[config.mk]
export PLATFORM = sky130hd
export DESIGN_NAME = blfa_front
export DESIGN_NICKNAME = d
export VERILOG_FILES = /design/src/hdl/blfa_pkg.sv /design/src/hdl/blfa_front.sv
export SDC_FILE = /design/constraint.sdc
export NUM_CORES = 1
export LEC_CHECK = 0
export BUFFER_PORTS_ARGS = -buffer_cell sky130_fd_sc_hd__buf_4
export CORE_UTILIZATION = 40
export CTS_CLUSTER_DIAMETER = 30
export CTS_CLUSTER_SIZE = 28
export DETAILED_ROUTE_END_ITERATION = 12
export GPL_TIMING_DRIVEN = 1
export PLACE_DENSITY = 0.67
export SYNTH_ARGS = -nofsm -noshare
export SYNTH_HDL_FRONTEND = slang
export SYNTH_SLANG_ARGS = --single-unit
[constraint.sdc]
create_clock -name i_clk -period 2.73 [get_ports i_clk]
set_input_delay 0.1365 -clock i_clk [delete_from_list [all_inputs] [get_ports i_clk]]
set_output_delay 0.1365 -clock i_clk [all_outputs]
set_load 0.01 [all_outputs]
[src/hdl/blfa_pkg.sv]
// ----------------------------------------------------------------------------
// blfa_pkg
// Shared constants, types and helpers for the blob labeling and feature
// accumulator.
// ----------------------------------------------------------------------------
package blfa_pkg;

    localparam int MAX_WIDTH  = 1024;
    localparam int MAX_HEIGHT = 1024;
    localparam int MAX_LABELS = 64;

    localparam int COL_W  = $clog2(MAX_WIDTH);
    localparam int ROW_W  = $clog2(MAX_HEIGHT);
    localparam int IDX_W  = $clog2(MAX_LABELS);
    localparam int LBL_W  = 7;
    localparam int CNT_W  = 7;
    localparam int PIX_W  = 8;
    localparam int CFG_IW = 8;

    localparam int AREA_W  = 21;
    localparam int SUM_W   = 30;
    localparam int PERIM_W = 23;

    localparam logic [LBL_W-1:0] NO_LABEL = 7'd127;

    localparam logic [CFG_IW-1:0] CFG_THR_LOW  = 8'd0;
    localparam logic [CFG_IW-1:0] CFG_THR_HIGH = 8'd1;

    // One pixel after classification.
    typedef struct packed {
        logic             obj;
        logic             in_range;
        logic [COL_W-1:0] col;
        logic [ROW_W-1:0] row;
        logic             row_end;
        logic             image_end;
    } t_item;

    // Per-blob accumulator entry.
    typedef struct packed {
        logic [AREA_W-1:0]  area;
        logic [SUM_W-1:0]   sum_x;
        logic [SUM_W-1:0]   sum_y;
        logic [PERIM_W-1:0] perim;
    } t_acc;

    typedef struct packed {
        logic               blob_valid;
        logic [AREA_W-1:0]  area;
        logic [SUM_W-1:0]   sum_x;
        logic [SUM_W-1:0]   sum_y;
        logic [PERIM_W-1:0] perim;
        logic               overflow;
        logic               last;
    } t_result;

    typedef enum logic [3:0] {
        ST_CLR,
        ST_IDLE,
        ST_LREQ,
        ST_LRD,
        ST_RRD,
        ST_DEC,
        ST_MG_A,
        ST_MG_B,
        ST_SWR,
        ST_SWW,
        ST_PREQ,
        ST_PIX,
        ST_LWR,
        ST_POST,
        ST_EREQ,
        ST_ECHK
    } t_state;

    // Saturating add; operands are zero-extended to the widest field.
    function automatic logic [SUM_W-1:0] sat_add(input logic [SUM_W-1:0] a,
                                                 input logic [SUM_W-1:0] b,
                                                 input logic [SUM_W-1:0] lim);
        logic [SUM_W:0] s;
        s = {1'b0, a} + {1'b0, b};
        return (s > {1'b0, lim}) ? lim : s[SUM_W-1:0];
    endfunction

    function automatic t_acc acc_add(input t_acc a, input t_acc b);
        t_acc r;
        r.area  = AREA_W'(sat_add(SUM_W'(a.area), SUM_W'(b.area),
                                  SUM_W'({AREA_W{1'b1}})));
        r.sum_x = sat_add(a.sum_x, b.sum_x, {SUM_W{1'b1}});
        r.sum_y = sat_add(a.sum_y, b.sum_y, {SUM_W{1'b1}});
        r.perim = PERIM_W'(sat_add(SUM_W'(a.perim), SUM_W'(b.perim),
                                   SUM_W'({PERIM_W{1'b1}})));
        return r;
    endfunction

endpackage

[src/hdl/blfa_front.sv]
// ----------------------------------------------------------------------------
// blfa_front
// Accepts pixels, tracks column and row, applies the threshold window and
// queues classified pixels for the labeling engine.
// ----------------------------------------------------------------------------
module blfa_front (
    input  logic                     i_clk,
    input  logic                     i_rst_n,
    input  logic                     i_valid,
    output logic                     o_stall,
    input  logic [blfa_pkg::PIX_W-1:0] i_pixel_value,
    input  logic                     i_inside_mask,
    input  logic                     i_row_end,
    input  logic                     i_image_end,
    input  logic                     i_cfg_valid,
    input  logic [blfa_pkg::CFG_IW-1:0] i_cfg_index,
    input  logic [blfa_pkg::PIX_W-1:0] i_cfg_data,
    input  logic                     i_pop,
    output logic                     o_q_valid,
    output blfa_pkg::t_item          o_q_item
);
    import blfa_pkg::*;

    logic [PIX_W-1:0] r_thr_low;
    logic [PIX_W-1:0] r_thr_high;
    logic [COL_W:0]   r_col;
    logic [ROW_W:0]   r_row;
    t_item            r_buf [2];
    logic             r_wr;
    logic             r_rd;
    logic [1:0]       r_cnt;

    logic  push;
    logic  pop;
    logic  in_range;
    t_item item;

    assign o_stall   = (r_cnt == 2'd2);
    assign push      = i_valid && !o_stall;
    assign pop       = i_pop && (r_cnt != 2'd0);
    assign o_q_valid = (r_cnt != 2'd0);
    assign o_q_item  = r_buf[r_rd];

    assign in_range = i_inside_mask && (r_col < (COL_W+1)'(MAX_WIDTH))
                      && (r_row < (ROW_W+1)'(MAX_HEIGHT));

    always_comb begin
        item.in_range  = in_range;
        item.obj       = in_range && (i_pixel_value >= r_thr_low)
                         && (i_pixel_value <= r_thr_high);
        item.col       = r_col[COL_W-1:0];
        item.row       = r_row[ROW_W-1:0];
        item.row_end   = i_row_end;
        item.image_end = i_image_end;
    end

    always_ff @(posedge i_clk) begin
        if (!i_rst_n) begin
            r_thr_low  <= '0;
            r_thr_high <= PIX_W'(128);
        end else if (i_cfg_valid) begin
            if (i_cfg_index == CFG_THR_LOW) begin
                r_thr_low <= i_cfg_data;
            end else if (i_cfg_index == CFG_THR_HIGH) begin
                r_thr_high <= i_cfg_data;
            end
        end
    end

    // Counters stop at their limits; the image end restarts both.
    always_ff @(posedge i_clk) begin
        if (!i_rst_n) begin
            r_col <= '0;
            r_row <= '0;
        end else if (push) begin
            if (i_image_end) begin
                r_col <= '0;
                r_row <= '0;
            end else if (i_row_end) begin
                r_col <= '0;
                if (r_row < (ROW_W+1)'(MAX_HEIGHT)) begin
                    r_row <= r_row + 1'b1;
                end
            end else if (r_col < (COL_W+1)'(MAX_WIDTH)) begin
                r_col <= r_col + 1'b1;
            end
        end
    end

    always_ff @(posedge i_clk) begin
        if (push) begin
            r_buf[r_wr] <= item;
        end
    end

    always_ff @(posedge i_clk) begin
        if (!i_rst_n) begin
            r_wr  <= 1'b0;
            r_rd  <= 1'b0;
            r_cnt <= '0;
        end else begin
            if (push) begin
                r_wr <= !r_wr;
            end
            if (pop) begin
                r_rd <= !r_rd;
            end
            r_cnt <= r_cnt + {1'b0, push} - {1'b0, pop};
        end
    end

endmodule

# --- Word level (Yosys, flattened, before mapping) ---
# Memories as Yosys holds them, arrays and structs flattened. A register that Yosys moved wholly into a read port is not among the register bits.
# Cells that the tools add are included.
word_totals:
  output_inout_bits: 26
  n_memories: 1
  ramBits: 48
  elab_cells: 47
  in_bits: 32
  latch_bits: 0
  ff_bits: 42
  rom_bits: 0
memory_table:
  columns: ["name", "depth", "width", "read_ports", "rd_ports_with_merged_regs", "write_ports", "line_no", "text"]
  rows:
  - ["r_buf", 2, 24, 1, 1, 1, "blfa_front.sv:28", "t_item r_buf [2];"]
op_classes:
  div_mod_pow: 0
  n_bitwise: 1
  n_addsub: 4
  muxes: 10
  n_reduce_logical: 18
  mul: 0
  magnitude_cmp: 4
  shifts: 0
  n_eq_ne: 2
ops:
  columns: ["operator", "n"]
  rows:
  - ["two-way mux 11 bit", 6]
  - ["adder 11 x 1 -> 11 bit, second input constant", 2]
  - ["less-than comparator 11 bit, second input constant", 2]
  - ["== test 8 x 1 -> 1 bit, second input constant", 1]
  - ["greater-or-equal comparator 8 bit", 1]
  - ["less-or-equal comparator 8 bit", 1]
  - ["zero test 8 bit", 1]
  - ["logical AND 1 bit", 6]
  - ["AND reduction 3 bit", 2]
  - ["nonzero test 2 bit", 3]
  - ["two-way mux 1 bit", 4]
  - ["AND reduction 2 bit", 2]
  - ["zero test 1 bit", 3]
  - ["nonzero test 3 bit", 1]
  - ["adder 2 x 1 -> 2 bit", 1]
  - ["== test 2 bit, second input constant", 1]
  - ["subtractor 2 x 1 -> 2 bit", 1]
  - ["inverter 1 bit", 1]

# --- Depth between registers and ports, before layout ---
# Gate-level depths: netlist (run 1).
logic_depth:
  depth_word: 5
  ltp_mapped: 8
  mapped_depth_nobuf: 8

# --- Least setup slack after synthesis (run 1) ---
# No wires, ideal clock.
synth_timing:
  kind: "flip-flop to flip-flop"
  startpoint: "register r_cnt[0]"
  endpoint: "memory r_buf[0][0] in the netlist's numbering (enable)"
  period_less_slack_ns: 2.103
  arrival_ns: 1.698
  t_required_ns: 2.325
  setup_slack_ns: 0.627
  stages_incl_launch_ff: 4
  path_buffers: 0
  setup_time_ns: 0.405
  cell_sequence: "dfxtp_1 > nand2b_1 > nand2_1 > nor2_1"
synth_between:
  elab_chain_len: 5
synth_rtl:
  columns: ["item", "line_no", "text"]
  rows:
  - ["start, declared", "blfa_front.sv:31", "logic [1:0] r_cnt;"]
  - ["start signal, assigned", "blfa_front.sv:108", "r_cnt <= r_cnt + {1'b0, push} - {1'b0, pop};"]
  - ["== test 2 bit", "blfa_front.sv:38", "assign o_stall = (r_cnt == 2'd2);"]
  - ["zero test 1 bit", "blfa_front.sv:39", "assign push = i_valid && !o_stall;"]
  - ["logical AND 1 bit", "blfa_front.sv:39", null]
  - ["two-way mux 1 bit", "blfa_front.sv:91", "if (push) begin"]
  - ["two-way mux 1 bit (not written as such)", "blfa_front.sv:92", "r_buf[r_wr] <= item;"]
  - ["end, declared", "blfa_front.sv:28", null]
# Every way passes these cells.

# --- Worst setup path in the final report (run 1) ---
layout_timing:
  startpoint: "register r_cnt[0]"
  endpoint: "register r_cnt[1]"
layout_between:
  elab_chain_len: 5
  elab_cells_between_ends: 7
  cone_classes: "2 x add/sub; 1 x eq/ne; 4 x reduce/logical"
layout_rtl:
  columns: ["item", "line_no"]
  rows:
  - ["== test 2 bit", "blfa_front.sv:38"]
  - ["zero test 1 bit", "blfa_front.sv:39"]
  - ["logical AND 1 bit", "blfa_front.sv:39"]
  - ["adder 2 x 1 -> 2 bit", "blfa_front.sv:108"]
  - ["subtractor 2 x 1 -> 2 bit *", "blfa_front.sv:108"]
# Mark *: on every way between the ends. The rest lies on a longest branch, timed or not.
# A chain may end at the register's enable or synchronous reset.

==> flow_metrics.py, run 1 <==
metrics = {
    "outcome": {
        "status": "finished clean",
    },
    "finish": {
        "post-route-util_pct": 49.7,
        "drive_above_1_share_pct": 28.4,
        "instances_no_fill": 552,
        "nets": 466,
        "multi_input_area_um2": 1610,
        "fillCellCount": 931,
        "fin_area_um2": 4880,
        "regArea_um2": 2300,
        "diodes": 0,
        "areaGrowthSynthToFinish_pct": 19.9,
    },
    "synthesis": {
        "yosysTopAreaCell": "edfxtp_1",
        "synthesis.area_per_instance_um2": 11.6,
        "synth_commonest_cells": "edfxtp_1, dfxtp_1, mux2_2",
        "synth_ff_type": "edfxtp_1",
        "ys_async_sr_fraction_pct": 0,
        "syn-cell-area_um2": 4070,
        "ys_seq_elements": 91,
        "syn_nets": 403,
        "synth_area_leaders": "edfxtp_1, dfxtp_1, mux2_2",
        "yosysMostFrequentCell": "edfxtp_1",
        "syn_inst": 351,
        "synth_cell_types": 46,
        "ys_seq_area_share_pct": 56.5,
        "synth_edf_count": 48,
        "synth_top_area_share_pct": 35.4,
        "yosys_warnings": 0,
    },
    "pwr": {
        "power_uw": 3340,
        "worst_ir_drop_vdd_uv": 298,
        "total_leakage_power_uw": 0.00180,
        "power_density_nw_per_um2": 685,
    },
    "setup_path": {
        "critPathMaxFanout": 14,
        "cp_slowest_cell": "nand2b_1",
        "path_class": "reg -> reg",
        "crit_arrival_ns": 2.36,
        "max_stage_delay_ns": 0.42,
        "start_kind": "flop",
        "required_ns": 2.96,
        "crit_path_end_kind": "flop",
        "crit_path_frequent_cell": "ha_1",
        "cp_cell_sequence": "nand2b_1, nand2_1, ha_1, inv_1, ha_1, xor2_1, xnor2_1, nor2_1",
    },
    "grt": {
        "overflow": 0,
        "antenna_found_initial": 0,
        "grt_pass1_wl_mm": 12.3,
        "grt_max_degree": 29,
        "groute.usage.overall_pct": 15.6,
        "first_global_vias": 2660,
    },
    "routing": {
        "via_per_inst": 5.09,
        "post_drt_wl_per_cell_um": 14.1,
        "wirelength_mm": 7.81,
        "drt_pass1_iterations": 4,
        "first_iter_violations": 108,
        "antenna_left": 0,
        "vias": 2812,
        "drc": 0,
    },
    "floorplanning": {
        "die_h_um": 103,
        "die_area_um2": 10600,
        "ioPinCount": 58,
        "die_x_um": 103,
        "core-area_um2": 9820,
        "rows": 36,
        "initial_core_util_pct": 41.5,
    },
    "timing": {
        "rsz0062_at_grt": "false",
        "relSlewSlack_pct": 44.5,
        "period_minus_slack_ns": 2.13,
        "max_freq_mhz": 469,
        "slew_viol_final": 0,
        "setup_viol": 0,
        "final_hold_viol_count": 0,
        "finalSetupTns_ns": 0,
        "worst_pin_slew_ns": 0.826,
        "skew_ns": 0.0139,
        "period_share_pct": 78.0,
    },
    "clocking": {
        "clock-root-buffer": "clkbuf_8",
        "cts_resized": 0,
        "htree_levels": 3,
        "holdBufCountCts": 4,
        "post_cts_buffers": 0,
        "cts_sinks": 91,
        "cts_tree": "built",
        "clk_path_buf_depth": 2,
        "clock_latency_ns": 0.36,
        "cts_buffers": 9,
        "clk_pin_slew_ns": 0.09,
    },
    "placement": {
        "dp_hpwl_mm": 5.54,
        "dp_cells": 532,
        "port_buffers": 57,
        "gp_congestion": 0.868,
        "dpl_cell_area_um2": 4640,
    },
    "flow_run": {
        "maxCapViolCount": 0,
    },
    "worst_hold_path": {
        "min_path_type": "in -> reg",
    },
}
state kept, by name (all words and copies together) (netlist names), named ones only:
name        flops
r_rd            1
r_wr            1
r_thr_low       8
r_col          11
r_row          11
r_thr_high      8
r_cnt           2
r_buf          48
where the power goes:
group	switching, uW	total (uW)	internal [uW]
Combinational	392	791	399
Sequential	52.8	1640	1580
Clock	482	915	433
cell families after synthesis:
| group | after synthesis | synth area share [%] |
|---|---|---|
| AO/OA/AOI/OAI | 68 | 10.5 |
| buffers and inverters | 37 | 4.03 |
| adder cells (fa/ha/maj) | 20 | 6.15 |
| flip-flops | 91 | 56.5 |
| multiplexers | 25 | 6.88 |
| AND/OR/NAND/NOR | 103 | 14.4 |
| XOR/XNOR | 7 | 1.51 |
layout by cell type, fill, tap and decap left out, types with 14 or more instances in the layout:
cell type	netlist	routed
buf_4	0	61
edfxtp_1	48	48
dfxtp_1	43	43
mux2_2	24	24
nand2_1	23	23
inv_1	22	22
a21oi_1	22	22
ha_1	20	20
nand3_1	19	19
o21ai_0	14	14
critical path, delay by kind of cell, from the launching register on:
| family | cells | cell delay [ns] |
|---|---|---|
| adder cells (fa/ha/maj) | 2 | 0.50 |
| XOR/XNOR | 2 | 0.35 |
| flip-flops | 1 | 0.36 |
| buffers and inverters | 1 | 0.06 |
| AND/OR/NAND/NOR | 3 | 0.76 |
routing by layer:
layer	wire length (um)	track usage, %	share of wire, %
met3	345	4.20	4.4
met1	3660	19.7	47
met4	80	5.53	1.0
met5	0	0	0
met2	3720	25.6	48
layout make-up:
type	count	area share, %
Sequential cell	91	47.2
Inverter	23	1.77
Tap cell	133	3.41
Clock buffer	10	2.61
Multi-Input combinational cell	223	32.9
Clock inverter	6	1.49
Timing Repair Buffer	66	10.6
stage by stage:
stage               hold slack (ns)  setup slack, ns
finish                       0.0253            0.600
global route                 0.0227            0.456
floorplan                     0.235            0.627
detailed placement            0.364            0.642
global placement              0.364            0.719
CTS                        0.000806            0.621
worst paths after layout:
check	start	endpoint	slack, ns	cells after the start
setup reg to reg	r_cnt[0]	r_cnt[1]	0.60	8
hold reg to reg	r_thr_high[6]	r_thr_high[6]	0.46	2
hold / removal	i_cfg_data[2]	r_thr_low[2]	0.03	3
setup / recovery	r_cnt[0]	r_cnt[1]	0.60	8
Note: power is estimated with default switching activity, not from simulation.
==> inputs of run 2 (changes only) <==
--- a/config.mk
+++ b/config.mk
@@ -5,13 +5,14 @@
 export SDC_FILE = /design/constraint.sdc
 export NUM_CORES = 1
 export LEC_CHECK = 0
+export ABC_AREA = 1
 export BUFFER_PORTS_ARGS = -buffer_cell sky130_fd_sc_hd__buf_4
 export CORE_UTILIZATION = 40
 export CTS_CLUSTER_DIAMETER = 30
 export CTS_CLUSTER_SIZE = 28
 export DETAILED_ROUTE_END_ITERATION = 12
 export GPL_TIMING_DRIVEN = 1
-export PLACE_DENSITY = 0.67
+export PLACE_DENSITY = 0.69
 export SYNTH_ARGS = -nofsm -noshare
 export SYNTH_HDL_FRONTEND = slang
 export SYNTH_SLANG_ARGS = --single-unit
==> constraint.sdc (replaced) <==
create_clock -name i_clk -period 1.8 [get_ports i_clk]
set_input_delay 0.09 -clock i_clk [delete_from_list [all_inputs] [get_ports i_clk]]
set_output_delay 0.09 -clock i_clk [all_outputs]
set_load 0.01 [all_outputs]
==> run 2 against run 1 <==
Against the previous run: final area is 4.3% higher; synthesized cell count is 22% higher; largest cell class unchanged; area after synthesis rose by 1.9%; largest power group unchanged.
==> flow_metrics.py, run 2 <==
metrics = {
    "outcome": {
        "status": "finished clean",
    },
    "pwr": {
        "total_leakage_power_uw": 0.00207,
        "power_density_nw_per_um2": 1010,
        "power_uw": 5170,
        "worst_ir_drop_vdd_uv": 448,
    },
    "routing": {
        "vias": 3077,
        "wirelength_mm": 7.72,
        "via_per_inst": 4.76,
        "first_iter_violations": 75,
        "antenna_left": 0,
        "drt_pass1_iterations": 4,
        "drc": 0,
        "post_drt_wl_per_cell_um": 11.9,
    },
    "setup_path": {
        "crit_path_end_kind": "flop",
        "r2r-end": "r_cnt[1]",
        "reg2reg_depth": 10,
        "required_ns": 2.03,
        "start_kind": "flop",
        "critPathMaxFanout": 4,
        "crit_arrival_ns": 1.86,
        "reg2reg_slack_ns": 0.17,
        "reg2reg_from": "r_cnt[1]",
        "path_class": "reg -> reg",
    },
    "clocking": {
        "cts_tree": "built",
        "cts_buffers": 9,
        "clock-root-buffer": "clkbuf_8",
        "cts_sinks": 91,
        "post_cts_buffers": 0,
        "clk_pin_slew_ns": 0.08,
        "clk_path_buf_depth": 2,
        "htree_levels": 3,
        "clock_latency_ns": 0.35,
    },
    "synthesis": {
        "synth_cell_types": 32,
        "synth_area_leaders": "edfxtp_1, dfxtp_1, mux2_2",
        "ys_seq_area_share_pct": 55.5,
        "synth_top_area_share_pct": 34.7,
        "ys_async_sr_fraction_pct": 0,
        "synth_commonest_cells": "nand2_1, nor2_1, inv_1",
        "synth_simple_gate_area_share_pct": 18.5,
        "synth_mux_area_share_pct": 6.51,
        "synth-adder-area-share_pct": 6.03,
        "synthesis.area_per_instance_um2": 9.67,
        "yosysTopAreaCell": "edfxtp_1",
        "synth-compound-area-share_pct": 7.36,
        "ys_seq_elements": 91,
        "syn-cell-area_um2": 4150,
        "yosysMostFrequentCell": "nand2_1",
        "syn_inst": 429,
        "synth_ff_type": "edfxtp_1",
        "syn_nets": 481,
        "yosys_warnings": 0,
        "synthXorXnorAreaFrac_pct": 0.211,
        "synth_top_family_by_area": "simple AND/OR/NAND/NOR gates",
        "synth_edf_count": 48,
    },
    "placement": {
        "gp_congestion": 0.807,
        "port_buffers": 57,
        "dp_hpwl_mm": 5.84,
        "dp_cells": 621,
    },
    "worst_hold_path": {
        "min_path_type": "in -> reg",
        "min_from": "i_rst_n",
        "whs_path_depth": 3,
        "holdPathEnd": "r_cnt[0]",
    },
    "timing": {
        "relSlewSlack_pct": 77.1,
        "skew_ns": 0.0141,
        "period_share_pct": 90.3,
        "period_minus_slack_ns": 1.63,
        "final_hold_viol_count": 0,
        "max_freq_mhz": 615,
        "setup_viol": 0,
        "worst_pin_slew_ns": 0.342,
        "slew_viol_final": 0,
    },
    "finish": {
        "largest_register_ff_count": 48,
        "multi_input_area_um2": 1610,
        "diodes": 0,
        "nets": 561,
        "instances_no_fill": 647,
        "top_register": "r_buf",
        "fillCellCount": 910,
        "regArea_um2": 2300,
        "drive_above_1_share_pct": 24.1,
        "final_cell_mix": "nand2_1, buf_4, nor2_1",
        "areaGrowthSynthToFinish_pct": 22.7,
        "reg.largest.list": "r_buf: 48 flops, r_col: 11 flops, r_row: 11 flops",
        "final_common_cell": "nand2_1",
    },
    "grt": {
        "antenna_found_initial": 0,
        "first_global_vias": 3029,
        "overflow": 0,
        "grt_pass1_wl_mm": 13.2,
        "groute.usage.overall_pct": 15.2,
        "grt_max_degree": 26,
    },
    "floorplanning": {
        "rows": 36,
        "die_h_um": 104,
        "die_x_um": 104,
        "core-area_um2": 9910,
        "die_area_um2": 10800,
        "initial_core_util_pct": 41.9,
        "ioPinCount": 58,
    },
    "flow_run": {
        "maxCapViolCount": 0,
    },
}
==> run 2: cell type report <==
class / count / area share (%)
Clock buffer: 11 / 2.58
Tap cell: 133 / 3.27
Timing Repair Buffer: 74 / 11.6
Multi-Input combinational cell: 273 / 31.7
Sequential cell: 91 / 45.2
Inverter: 60 / 4.42
Clock inverter: 5 / 1.18
==> run 2: power by group <==
group | internal, uW | switching (uW)
sequential | 2420 | 77.6
combinational | 651 | 672
clock | 651 | 699
==> run 2: through the flow <==
step	hold WS (ns)	setup TNS (ns)	setup slack (ns)	area, um^2	util [%]
floorplan	0.189	0	0.159	4160	-
global placement	0.301	0	0.268	4790	48.4
detailed placement	0.316	0	0.178	4790	48.4
CTS	0.0714	0	0.159	5080	51.3
global route	0.0866	-0.00369	-0.00369	5090	51.4
finish	0.0938	0	0.175	5090	51.4
==> run 2: cell families after synthesis <==
logic type | after synthesis
mux | 24
flops | 91
buf+inv | 65
simple gates | 173
compound gates | 55
xor+xnor | 1
fa+ha+maj | 20
==> run 2: worst max-delay path: stages, from the launching register on <==
cell	delay [ns]
dfxtp_2	0.35
inv_1	0.09
nand2_1	0.07
nand2_1	0.06
inv_1	0.07
ha_1	0.27
inv_1	0.04
ha_1	0.20
xnor2_2	0.15
o21ai_0	0.16
a21oi_1	0.05
==> run 2: how the worst max path moves through the flow <==
| stage | startpoint | end | cells past startpoint |
|---|---|---|---|
| 2_1_floorplan | r_cnt[0] | r_buf[1][0] | 4 |
| 3_3_place_gp | r_cnt[0] | r_cnt[1] | 9 |
| 3_5_place_dp | r_cnt[1] | r_cnt[1] | 10 |
| 4_1_cts | r_cnt[1] | r_cnt[1] | 10 |
| 5_1_grt | r_cnt[1] | r_cnt[1] | 10 |
| 6_report | r_cnt[1] | r_cnt[1] | 10 |
==> run 2: repair_timing <==
action	in CTS	in global routing
setup endpoints to repair	0	1
resized for setup	0	2
hold buffers	10	0
endpoints found under the hold margin	14	0
==> run 2: metal layers <==
layer / vias to the layer above / share of wire [%] / GRT usage, %
met3: 12 / 5.0 / 3.26
met5: - / 0 / 0
li1: 1578 / - / -
met4: 0 / 1.9 / 6.63
met2: 77 / 49 / 27.4
met1: 1410 / 44 / 17.1
==> inputs of run 3 (changes only) <==
--- a/config.mk
+++ b/config.mk
@@ -12,6 +12,7 @@
 export CTS_CLUSTER_SIZE = 28
 export DETAILED_ROUTE_END_ITERATION = 12
 export GPL_TIMING_DRIVEN = 1
+export MAX_ROUTING_LAYER = met4
 export PLACE_DENSITY = 0.69
 export SYNTH_ARGS = -nofsm -noshare
 export SYNTH_HDL_FRONTEND = slang
==> run 3 against run 2 <==
Against the previous run: die area stayed put; register-to-register slack hardly changed; hold slack lost 0.0093 ns.
==> flow_metrics.py, run 3 (synthesis gave the netlist of run 2 again) <==
metrics = {
    "outcome": {
        "status": "finished clean",
    },
    "setup_path": {
        "cp-startpoint": "r_cnt[1]",
        "start_kind": "flop",
        "required_ns": 2.03,
        "crit_arrival_ns": 1.86,
        "crit_path_end_kind": "flop",
        "cp-endpoint": "r_cnt[1]",
        "path_class": "reg -> reg",
        "reg2reg_slack_ns": 0.17,
        "critPathMaxFanout": 4,
        "reg2reg_from": "r_cnt[1]",
        "reg2reg_depth": 10,
        "r2r-end": "r_cnt[1]",
    },
    "timing": {
        "worst_pin_slew_ns": 0.341,
        "period_minus_slack_ns": 1.63,
        "final_hold_viol_count": 0,
        "skew_ns": 0.0133,
        "worst_slack_ns": 0.173,
        "relSlewSlack_pct": 77.2,
        "slew_viol_final": 0,
        "hold_slack_ns": 0.0846,
        "period_share_pct": 90.4,
        "max_freq_mhz": 614,
        "setup_viol": 0,
    },
    "floorplanning": {
        "die_h_um": 104,
        "rows": 36,
        "initial_core_util_pct": 41.9,
        "die_x_um": 104,
        "die_area_um2": 10800,
        "core-area_um2": 9910,
        "ioPinCount": 58,
    },
    "pwr": {
        "intPower_uw": 3720,
        "combPwrFrac_pct": 25.6,
        "worst_ir_drop_vdd_uv": 445,
        "power_density_nw_per_um2": 1010,
        "p_sw_share_pct": 28.0,
        "power_switching_uw": 1450,
        "pwr-share-seq_pct": 48.3,
        "total_leakage_power_uw": 0.00207,
        "p_clk_share_pct": 26.1,
    },
    "clocking": {
        "clock-root-buffer": "clkbuf_8",
        "cts_tree": "built",
        "cts_sinks": 91,
        "cts_buffers": 9,
        "htree_levels": 3,
        "clk_pin_slew_ns": 0.08,
        "clock_latency_ns": 0.35,
        "clk_path_buf_depth": 2,
        "post_cts_buffers": 0,
    },
    "finish": {
        "reg.largest.list": "r_buf: 48 flops, r_col: 11 flops, r_row: 11 flops",
        "largest_register_ff_count": 48,
        "nets": 561,
        "diodes": 0,
        "areaGrowthSynthToFinish_pct": 22.7,
        "top_register": "r_buf",
        "post-route-util_pct": 51.4,
        "fillCellCount": 910,
        "final_cell_mix": "nand2_1, buf_4, nor2_1",
        "final_common_cell": "nand2_1",
        "drive_above_1_share_pct": 24.1,
    },
    "routing": {
        "drc": 0,
        "wirelength_mm": 7.71,
        "post_drt_wl_per_cell_um": 11.9,
        "antenna_left": 0,
        "vias": 3055,
        "drt_pass1_iterations": 4,
        "first_iter_violations": 89,
        "via_per_inst": 4.72,
    },
    "worst_hold_path": {
        "min_path_type": "in -> reg",
        "min_from": "i_rst_n",
    },
    "grt": {
        "first_global_vias": 3032,
        "overflow": 0,
        "grt_pass1_wl_mm": 13.2,
        "grt_max_degree": 26,
        "antenna_found_initial": 0,
        "groute.usage.overall_pct": 15.6,
    },
    "placement": {
        "gp_congestion": 0.819,
        "port_buffers": 57,
        "dp_hpwl_mm": 5.84,
        "post-place-ws_ns": 0.178,
    },
    "flow_run": {
        "maxCapViolCount": 0,
    },
}
[run 3: layer usage]
metal	part of all wire, %	track usage [%]
met3	4.4	3.07
met4	1.7	6.63
met2	50	27.4
met5	0	-
met1	44	17.2
[run 3: power by group through the flow]
stage          combinational [uW]  sequential (uW)  clock (uW)
2_1_floorplan                 759             2520           0
3_3_place_gp                 1290             2530           0
3_5_place_dp                 1310             2540           0
4_1_cts                      1330             2490        1380
5_1_grt                      1460             2510        1460
6_report                     1320             2490        1350
[run 3: metrics by stage]
step           std cells  area (um^2)  power (uW)  setup TNS [ns]
2_1_floorplan        429         4160        3280               0
3_3_place_gp         621         4790        3820               0
3_5_place_dp         621         4790        3850               0
4_1_cts              647         5080        5210               0
5_1_grt              647         5090        5430        -0.00369
6_report             647         5090        5170               0
[run 3: what timing repair did]
action,CTS,global route
endpoints found under the setup margin,0,1
endpoints found under the hold margin,14,0
gates resized for setup,0,2
hold buffers,10,0
[run 3: area by class of cell]
class                           instances  area [um^2]  share of cell area (%)
Timing Repair Buffer                   74          593                    11.6
Multi-Input combinational cell        273         1610                    31.7
Clock inverter                          5         60.1                    1.18
Tap cell                              133          166                    3.27
Clock buffer                           11          131                    2.58
Sequential cell                        91         2300                    45.2
Inverter                               60          225                    4.42
[run 3: worst max-delay path, cell delays in order, from the launching register on]
cell and delay [ns]:
dfxtp_2 0.35, inv_1 0.09, nand2_1 0.07, nand2_1 0.06, inv_1 0.07, ha_1 0.27, inv_1 0.04, ha_1 0.20
xnor2_2 0.15, o21ai_0 0.16, a21oi_1 0.05
[run 3: worst min-delay path by stage]
stage / to / slack (ns) / cells past startpoint
5_1_grt: r_thr_high[7] / 0.09 / 2
2_1_floorplan: r_buf[0][0] / 0.19 / 0
3_3_place_gp: r_thr_high[7] / 0.30 / 3
4_1_cts: r_thr_high[7] / 0.07 / 2
6_report: r_thr_high[7] / 0.08 / 2
3_5_place_dp: r_buf[1][1] / 0.32 / 1
